==> src/rtl/fsp_pkg.sv <==
// ----------------------------------------------------------------------------
// fsp_pkg
// Types, sizes and codes shared by the flag stack with popcount.
// ----------------------------------------------------------------------------
`default_nettype none

package fsp_pkg;

   localparam int CAPACITY   = 1024;
   localparam int IDX_W      = (CAPACITY > 1) ? $clog2(CAPACITY) : 1;
   localparam int LEN_W      = $clog2(CAPACITY + 1);
   localparam int ARG_W      = 12;
   localparam int TYPE_W     = 2;
   localparam int COUNT_W    = 11;
   localparam int STATUS_W   = 2;
   localparam int CMP_W      = ((LEN_W > ARG_W) ? LEN_W : ARG_W) + 1;

   // request kinds
   localparam logic [TYPE_W-1:0] REQ_SET    = 2'd0;
   localparam logic [TYPE_W-1:0] REQ_CLR    = 2'd1;
   localparam logic [TYPE_W-1:0] REQ_RESIZE = 2'd2;
   localparam logic [TYPE_W-1:0] REQ_COUNT  = 2'd3;

   // status codes
   localparam logic [STATUS_W-1:0] ST_OK     = 2'd0;
   localparam logic [STATUS_W-1:0] ST_INDEX  = 2'd1;
   localparam logic [STATUS_W-1:0] ST_BOUNDS = 2'd2;

   typedef struct packed {
      logic [TYPE_W-1:0]       req_type;
      logic signed [ARG_W-1:0] argument;
   } fsp_req_type;

   typedef struct packed {
      logic [COUNT_W-1:0]  set_count;
      logic [STATUS_W-1:0] status;
   } fsp_rsp_type;

endpackage

`default_nettype wire

==> src/rtl/fsp_ram.sv <==
// ----------------------------------------------------------------------------
// fsp_ram
// Generic single-write, single-read RAM with registered read data.
// ----------------------------------------------------------------------------
`default_nettype none

module fsp_ram #(
   parameter int WIDTH = 1,
   parameter int DEPTH = 2
) (
   input  wire logic                             clock,
   input  wire logic                             wr_en,
   input  wire logic [$clog2(DEPTH)-1:0]         wr_addr,
   input  wire logic [WIDTH-1:0]                 wr_data,
   input  wire logic [$clog2(DEPTH)-1:0]         rd_addr,
   output      logic [WIDTH-1:0]                 rd_data
);

   logic [WIDTH-1:0] mem_ff [DEPTH];
   logic [WIDTH-1:0] rd_data_ff;

   // read returns the old word on a same-address write
   always_ff @(posedge clock) begin
      rd_data_ff <= mem_ff[rd_addr];
      if (wr_en) begin
         mem_ff[wr_addr] <= wr_data;
      end
   end

   assign rd_data = rd_data_ff;

endmodule

`default_nettype wire

==> src/rtl/flag_stack_with_popcount.sv <==
// ----------------------------------------------------------------------------
// flag_stack_with_popcount
// Tail-only stack of one-bit flags with a running count of set flags.
// ----------------------------------------------------------------------------
// Usage:
//   Drive req_payload and raise start while busy is low; the transaction is
//   taken at that clock edge. Request kinds: set flag, clear flag, append or
//   remove tail entries (signed argument), report count.
//   Every transaction returns one response on rsp_payload, marked by a
//   one-cycle rsp_valid strobe: the count of set flags afterwards and a
//   status. The receiver cannot stall; it must take the strobe.
// Sequence after the accept edge:
//   report, append, rejected request: answered from the check state
//   set / clear: one flag-memory read, then write-back in the update state
//   remove m entries: one entry walked per cycle through the single
//   flag-memory port pair and the shared count adder, then a drain state
//   for the last read. busy stays high for the whole transaction; a new
//   start is taken in the cycle the response is shown.
// Reset:
//   Synchronous, active high. Length and count go to zero, then a clearing
//   sweep zeroes all CAPACITY (1024) flag-memory entries with busy high.
// ----------------------------------------------------------------------------
`default_nettype none

module flag_stack_with_popcount
   import fsp_pkg::*;
(
   input  wire logic        clock,
   input  wire logic        reset,
   input  wire logic        start,
   output      logic        busy,
   input  wire fsp_req_type req_payload,
   output      logic        rsp_valid,
   output      fsp_rsp_type rsp_payload
);

   // sequencer states
   localparam logic [2:0] S_CLEAR  = 3'd0;
   localparam logic [2:0] S_IDLE   = 3'd1;
   localparam logic [2:0] S_CHECK  = 3'd2;
   localparam logic [2:0] S_UPDATE = 3'd3;
   localparam logic [2:0] S_WALK   = 3'd4;
   localparam logic [2:0] S_DRAIN  = 3'd5;

   localparam logic [IDX_W-1:0] LAST_IDX = IDX_W'(CAPACITY - 1);

   logic [2:0]       state_ff, state_in;
   logic [LEN_W-1:0] length_ff, length_in;
   logic [LEN_W-1:0] total_ff, total_in;
   logic [LEN_W-1:0] count_ff, count_in;
   logic [IDX_W-1:0] ptr_ff, ptr_in;
   logic             pend_ff, pend_in;
   fsp_req_type      req_ff, req_in;
   logic             rsp_valid_ff, rsp_valid_in;
   fsp_rsp_type      rsp_ff, rsp_in;

   // flag memory ports
   logic             wr_en;
   logic [IDX_W-1:0] wr_addr;
   logic             wr_data;
   logic [IDX_W-1:0] rd_addr;
   logic             rd_data;

   // range checks on the held request
   logic             arg_neg;
   logic [ARG_W-1:0] mag;
   logic [CMP_W-1:0] arg_ext, mag_ext, len_ext, room;
   logic             idx_bad, grow_bad, shrink_bad;

   // shared count adjust
   logic             up, down;
   logic             done;
   logic [STATUS_W-1:0] status_c;
   logic             want;

   fsp_ram #(
      .WIDTH (1),
      .DEPTH (CAPACITY)
   ) u_flags (
      .clock   (clock),
      .wr_en   (wr_en),
      .wr_addr (wr_addr),
      .wr_data (wr_data),
      .rd_addr (rd_addr),
      .rd_data (rd_data)
   );

   always_comb begin
      arg_neg    = req_ff.argument[ARG_W-1];
      mag        = ARG_W'(-req_ff.argument);
      arg_ext    = {{(CMP_W-ARG_W){1'b0}}, req_ff.argument};
      mag_ext    = {{(CMP_W-ARG_W){1'b0}}, mag};
      len_ext    = {{(CMP_W-LEN_W){1'b0}}, length_ff};
      room       = CMP_W'(CAPACITY) - len_ext;
      idx_bad    = arg_neg || (arg_ext >= len_ext);
      grow_bad   = arg_ext > room;
      shrink_bad = mag_ext > len_ext;
      want       = (req_ff.req_type == REQ_SET);
   end

   always_comb begin
      state_in  = state_ff;
      length_in = length_ff;
      count_in  = count_ff;
      ptr_in    = ptr_ff;
      pend_in   = pend_ff;
      req_in    = req_ff;
      wr_en     = 1'b0;
      wr_addr   = ptr_ff;
      wr_data   = 1'b0;
      rd_addr   = ptr_ff;
      up        = 1'b0;
      down      = 1'b0;
      done      = 1'b0;
      status_c  = ST_OK;

      case (state_ff)
         S_CLEAR: begin
            // sweep zeros through the flag memory
            wr_en  = 1'b1;
            ptr_in = ptr_ff + 1'b1;
            if (ptr_ff == LAST_IDX) begin
               ptr_in   = '0;
               state_in = S_IDLE;
            end
         end
         S_IDLE: begin
            if (start) begin
               req_in   = req_payload;
               state_in = S_CHECK;
            end
         end
         S_CHECK: begin
            case (req_ff.req_type)
               REQ_SET, REQ_CLR: begin
                  if (idx_bad) begin
                     status_c = ST_INDEX;
                     done     = 1'b1;
                  end else begin
                     // fetch the current flag, decide on write-back next cycle
                     rd_addr  = IDX_W'(req_ff.argument);
                     ptr_in   = IDX_W'(req_ff.argument);
                     state_in = S_UPDATE;
                  end
               end
               REQ_RESIZE: begin
                  if (!arg_neg) begin
                     // append: new entries are already zero
                     if (grow_bad) begin
                        status_c = ST_BOUNDS;
                     end else begin
                        length_in = length_ff + LEN_W'(arg_ext);
                     end
                     done = 1'b1;
                  end else if (shrink_bad) begin
                     status_c = ST_BOUNDS;
                     done     = 1'b1;
                  end else begin
                     count_in = LEN_W'(mag_ext);
                     state_in = S_WALK;
                  end
               end
               default: begin
                  done = 1'b1;
               end
            endcase
         end
         S_UPDATE: begin
            if (rd_data != want) begin
               wr_en   = 1'b1;
               wr_data = want;
               up      = want;
               down    = !want;
            end
            done = 1'b1;
         end
         S_WALK: begin
            // drop the tail entry; its old value returns next cycle
            rd_addr   = IDX_W'(length_ff - 1'b1);
            wr_addr   = IDX_W'(length_ff - 1'b1);
            wr_en     = 1'b1;
            length_in = length_ff - 1'b1;
            count_in  = count_ff - 1'b1;
            pend_in   = 1'b1;
            down      = pend_ff & rd_data;
            if (count_ff == LEN_W'(1)) begin
               state_in = S_DRAIN;
            end
         end
         S_DRAIN: begin
            // account for the last entry read
            down    = pend_ff & rd_data;
            pend_in = 1'b0;
            done    = 1'b1;
         end
         default: begin
            state_in = S_IDLE;
         end
      endcase

      if (done) begin
         state_in = S_IDLE;
      end

      total_in         = total_ff + LEN_W'(up) - LEN_W'(down);
      rsp_valid_in     = done;
      rsp_in.set_count = COUNT_W'(total_in);
      rsp_in.status    = status_c;
   end

   always_ff @(posedge clock) begin
      if (reset) begin
         state_ff     <= S_CLEAR;
         length_ff    <= '0;
         total_ff     <= '0;
         count_ff     <= '0;
         ptr_ff       <= '0;
         pend_ff      <= 1'b0;
         rsp_valid_ff <= 1'b0;
      end else begin
         state_ff     <= state_in;
         length_ff    <= length_in;
         total_ff     <= total_in;
         count_ff     <= count_in;
         ptr_ff       <= ptr_in;
         pend_ff      <= pend_in;
         rsp_valid_ff <= rsp_valid_in;
      end
   end

   // payload holds need no reset
   always_ff @(posedge clock) begin
      req_ff <= req_in;
      rsp_ff <= rsp_in;
   end

   assign busy        = (state_ff != S_IDLE);
   assign rsp_valid   = rsp_valid_ff;
   assign rsp_payload = rsp_ff;

endmodule

`default_nettype wire

==> config.mk <==
export PLATFORM = sky130hd
export DESIGN_NAME = flag_stack_with_popcount
export DESIGN_NICKNAME = d
export VERILOG_FILES = /design/src/rtl/fsp_pkg.sv /design/src/rtl/fsp_ram.sv /design/src/rtl/flag_stack_with_popcount.sv
export SDC_FILE = /design/constraint.sdc
export NUM_CORES = 2
export LEC_CHECK = 0
export ABC_AREA = 1
export BUFFER_PORTS_ARGS = -buffer_cell sky130_fd_sc_hd__buf_2
export CAP_MARGIN = 0
export CORE_ASPECT_RATIO = 1.1
export CORE_MARGIN = 2
export CORE_UTILIZATION = 55
export CTS_CLUSTER_SIZE = 14
export DETAILED_ROUTE_END_ITERATION = 16
export HOLD_SLACK_MARGIN = 0.05
export PLACE_DENSITY = 0.71
export SLEW_MARGIN = 40
export SYNTH_ARGS = -nofsm -noshare
export SYNTH_HDL_FRONTEND = slang
export SYNTH_SLANG_ARGS = --single-unit
==> constraint.sdc <==
create_clock -name clock -period 28.6 [get_ports clock]
set_clock_uncertainty 0.15 [all_clocks]
set_input_delay 2.86 -clock clock [delete_from_list [all_inputs] [get_ports clock]]
set_output_delay 2.86 -clock clock [all_outputs]
set_load 0.02 [all_outputs]
==> impl_metrics.toml <==
[route]
drtPass1Iterations = 6
wl_per_cell_um = 22.2
avgViaCountPerCell = 6.01
drt_iter0_markers = 5502
drc_errors = 0
wirelength_um = 153000
dr_total_vias = 41400
drtAntennaViolNets = 0

[setup_path]
start_kind = "flip-flop"
slowest_stage = "nand3_1"
r2r_slack_ps = 21860
crit_path_max_fanout = 131
worstReg2RegEnd = "u_flags.rd_data$_DFF_P_"
required_ps = 29040
max_stage_delay_ps = 570
critPathArrivalTime_ps = 7180
rr_startpoint = "arg_ext[7]$_DFFE_PP_"
rr_worst_depth = 27
end_kind = "flip-flop"
cp_common_cell = "nand3_1"
crit_type = "reg2reg"

[timing]
setup-violations-final = 0
final.setup.tns_ps = 0
grt_setup_unrepaired = "no"
finalHoldViolations = 0
worst_pin_slew_ps = 854
finalCritPeriodShare_pct = 23.6
drv_slew = 0
max_freq_ghz = 0.148
slew_headroom_pct = 42.8
period_needed_ps = 6740

[global_routing]
grt_pass1_vias = 38600
antenna_found_initial = 2
grt_pass1_wl_um = 229000
grt-ovfl-total = 0
track_usage_pct = 30.1
grt_max_degree = 179

[clock_tree]
cts.sinks = 1100
cts_tree = "yes"
cts_setup_buffers = 0
numCtsBuffers = 110
cts-root-buf = "clkbuf_16"
cts-hold-fix-buffers = 0
post_cts_resized = 0
cts_buffer_depth = 3
insertion_delay_ps = 690
htreeDepth = 3
cts.clk_slew.worst_paths_ps = 60

[synthesis]
yosysWarningCount = 0
synthMuxAreaShare_pct = 0
synth_fp_nets = 5828
synth_area_um2 = 53700
synth_ff_type = "edfxtp_1"
synth_xor_area_share_pct = 0.539
synth_most_common_cell = "nand2_1"
synth-compound-area-share_pct = 4.77
synth_top_family_by_area = "simple AND/OR/NAND/NOR gates"
yosys.cell_types.count = 47
synth_edf_count = 1038
async_reset_ff_share_pct = 0
yosys.area.top_type = "edfxtp_1"
synth-seq-cells = 1100
synth_adder_area_share_pct = 1.50
synth_area_leaders = "edfxtp_1 58%, nand2_1 8.4%, nand3_1 8.1%, nor2_1 7.7%, inv_1 2.6%"
avgSynthCellArea_um2 = 9.33
synth_seq_area_share_pct = 60.4
yosys.area_share.simple_pct = 25.5
synth_top_area_share_pct = 58.1
syn_inst = 5748
netlist_top_cells_count = "1,206 x nand2_1, 1,100 x nor2_1, 1,038 x edfxtp_1"

[placed_design]
portBuffers = 31
hpwl_um = 73800
gp_congestion = 0.861

[floorplan]
die_w_um = 302
die_y_um = 332
dieArea_um2 = 100000
start_util_pct = 55.3
ios = 32
core_um2 = 97000
rows = 120

[pwr]
p_leak_nw = 20.7
clkPwrFrac_pct = 20.4
seqPwrFrac_pct = 25.8
powerDensity_nw_per_um2 = 123
p_sw_share_pct = 48.2
p_int_mw = 3.68
vdd_drop_max_uv = 118
combPwrFrac_pct = 53.8
p_switching_mw = 3.43

[finish]
register_area_um2 = 32400
post-route-util_pct = 59.5
syn_to_final_growth_pct = 7.63
num-nets-final = 5593
fillerInstances = 8265
multi_input_area_um2 = 17500
drive_gt1_share_pct = 6.57

[hold_path]
holdPathEnd = "pend_ff$_SDFFE_PP0N_"
min_from = "pend_ff$_SDFFE_PP0N_"
hold_class = "reg2reg"
min_delay_path_depth = 2

[outcome]
status = "finished clean"

[flow_run]
maxCapViolCount = 0
[routing by layer]
| metal | wire, µm | vias up | GRT usage, % |
|---|---|---|---|
| met4 | 6420 | 2 | 12.2 |
| met3 | 16700 | 416 | 4.76 |
| met2 | 72000 | 2304 | 49.3 |
| met1 | 57500 | 19800 | 40.2 |
| met5 | 13 | - | 0 |
| li1 | - | 18800 | - |
[kinds of logic (layout without fill, tap and decap cells)]
kind of cell	count (synthesis)	after routing
AO/OA/AOI/OAI	407	407
XOR/XNOR	33	33
adder cells (fa/ha/maj)	63	63
buffers and inverters	860	715
flip-flops	1100	1100
other	0	1
AND/OR/NAND/NOR	3285	3285
[area by class of cell]
class | instances | share of cell area (%)
clock buffer | 131 | 4.99
timing repair buffer | 132 | 1.97
sequential | 1100 | 56.1
multi-input combinational | 3788 | 30.4
inverter | 381 | 2.54
tap | 1281 | 2.78
antenna | 1 | 0.00433
clock inverter | 71 | 1.22
[state kept, by name, summed over array words and instances, names as in the netlist]
name,cells
ptr_ff,10
arg_ext,12
req_ff,2
pend_ff,1
length_ff,11
rsp_valid,1
u_flags.mem_ff,1024
count_ff,11
u_flags.rd_data,1
state_ff,3
rsp_payload,13
total_ff,11
[power by group through the flow]
| stage | combinational, mW | sequential (mW) | clock (mW) |
|---|---|---|---|
| 4_1_cts | 3.74 | 1.83 | 1.46 |
| 3_3_place_gp | 3.66 | 1.86 | 0 |
| 6_report | 3.83 | 1.83 | 1.45 |
| 5_1_grt | 4.17 | 1.84 | 1.52 |
| 2_1_floorplan | 2.71 | 1.88 | 0 |
| 3_5_place_dp | 3.73 | 1.86 | 0 |
[through the flow]
| step | instance area, µm² | hold slack (ps) | worst slack (ps) | cells | total power, mW |
|---|---|---|---|---|---|
| CTS | 57600 | 325 | 21400 | 6881 | 7.04 |
| global placement | 53900 | 312 | 21610 | 6676 | 5.53 |
| detailed placement | 54000 | 315 | 21390 | 6679 | 5.59 |
| finish | 57700 | 326 | 21860 | 6885 | 7.11 |
| global route | 57700 | 342 | 21250 | 6884 | 7.53 |
| floorplan | 53700 | 295 | 14170 | 5748 | 4.59 |
[how the worst max path moves through the flow]
stage	from	to	slack, ps	cells after the start
after global placement	arg_ext[7]$_DFFE_PP_	u_flags.rd_data$_DFF_P_	21610	24
after detailed placement	arg_ext[7]$_DFFE_PP_	u_flags.rd_data$_DFF_P_	21390	26
after CTS	arg_ext[7]$_DFFE_PP_	u_flags.rd_data$_DFF_P_	21400	26
after global routing	arg_ext[7]$_DFFE_PP_	u_flags.rd_data$_DFF_P_	21250	27
final	arg_ext[7]$_DFFE_PP_	u_flags.rd_data$_DFF_P_	21860	27
after floorplan	state_ff[1]$_SDFFE_PP0P_	u_flags.mem_ff[0]$_DFFE_PP_	14170	4
[placed cells by master (no fill, tap or decap), types with 18 or more instances in the layout]
| cell type | instances |
|---|---|
| nand3_1 | 868 |
| a21oi_1 | 98 |
| nor2_1 | 1100 |
| buf_4 | 77 |
| ha_1 | 61 |
| buf_2 | 31 |
| nand3b_1 | 21 |
| clkbuf_16 | 112 |
| nor3_1 | 29 |
| o21ai_0 | 87 |
| dfxtp_1 | 62 |
| clkinv_1 | 27 |
| clkbuf_1 | 18 |
| nand2_1 | 1173 |
| nand4_1 | 29 |
| clkinv_2 | 24 |
| inv_1 | 371 |
| a31oi_1 | 18 |
| o211ai_1 | 153 |
| edfxtp_1 | 1038 |
| nand2_2 | 31 |
| xor2_1 | 24 |
[worst max-delay path: cells and delay by family, from the launching register on]
| kind | cells | cell delay, ps |
|---|---|---|
| flops | 1 | 510 |
| compound gates | 1 | 110 |
| simple gates | 19 | 3040 |
| buf+inv | 6 | 2110 |
| fa+ha+maj | 1 | 420 |
No activity file was read; power rests on OpenSTA's default activity.
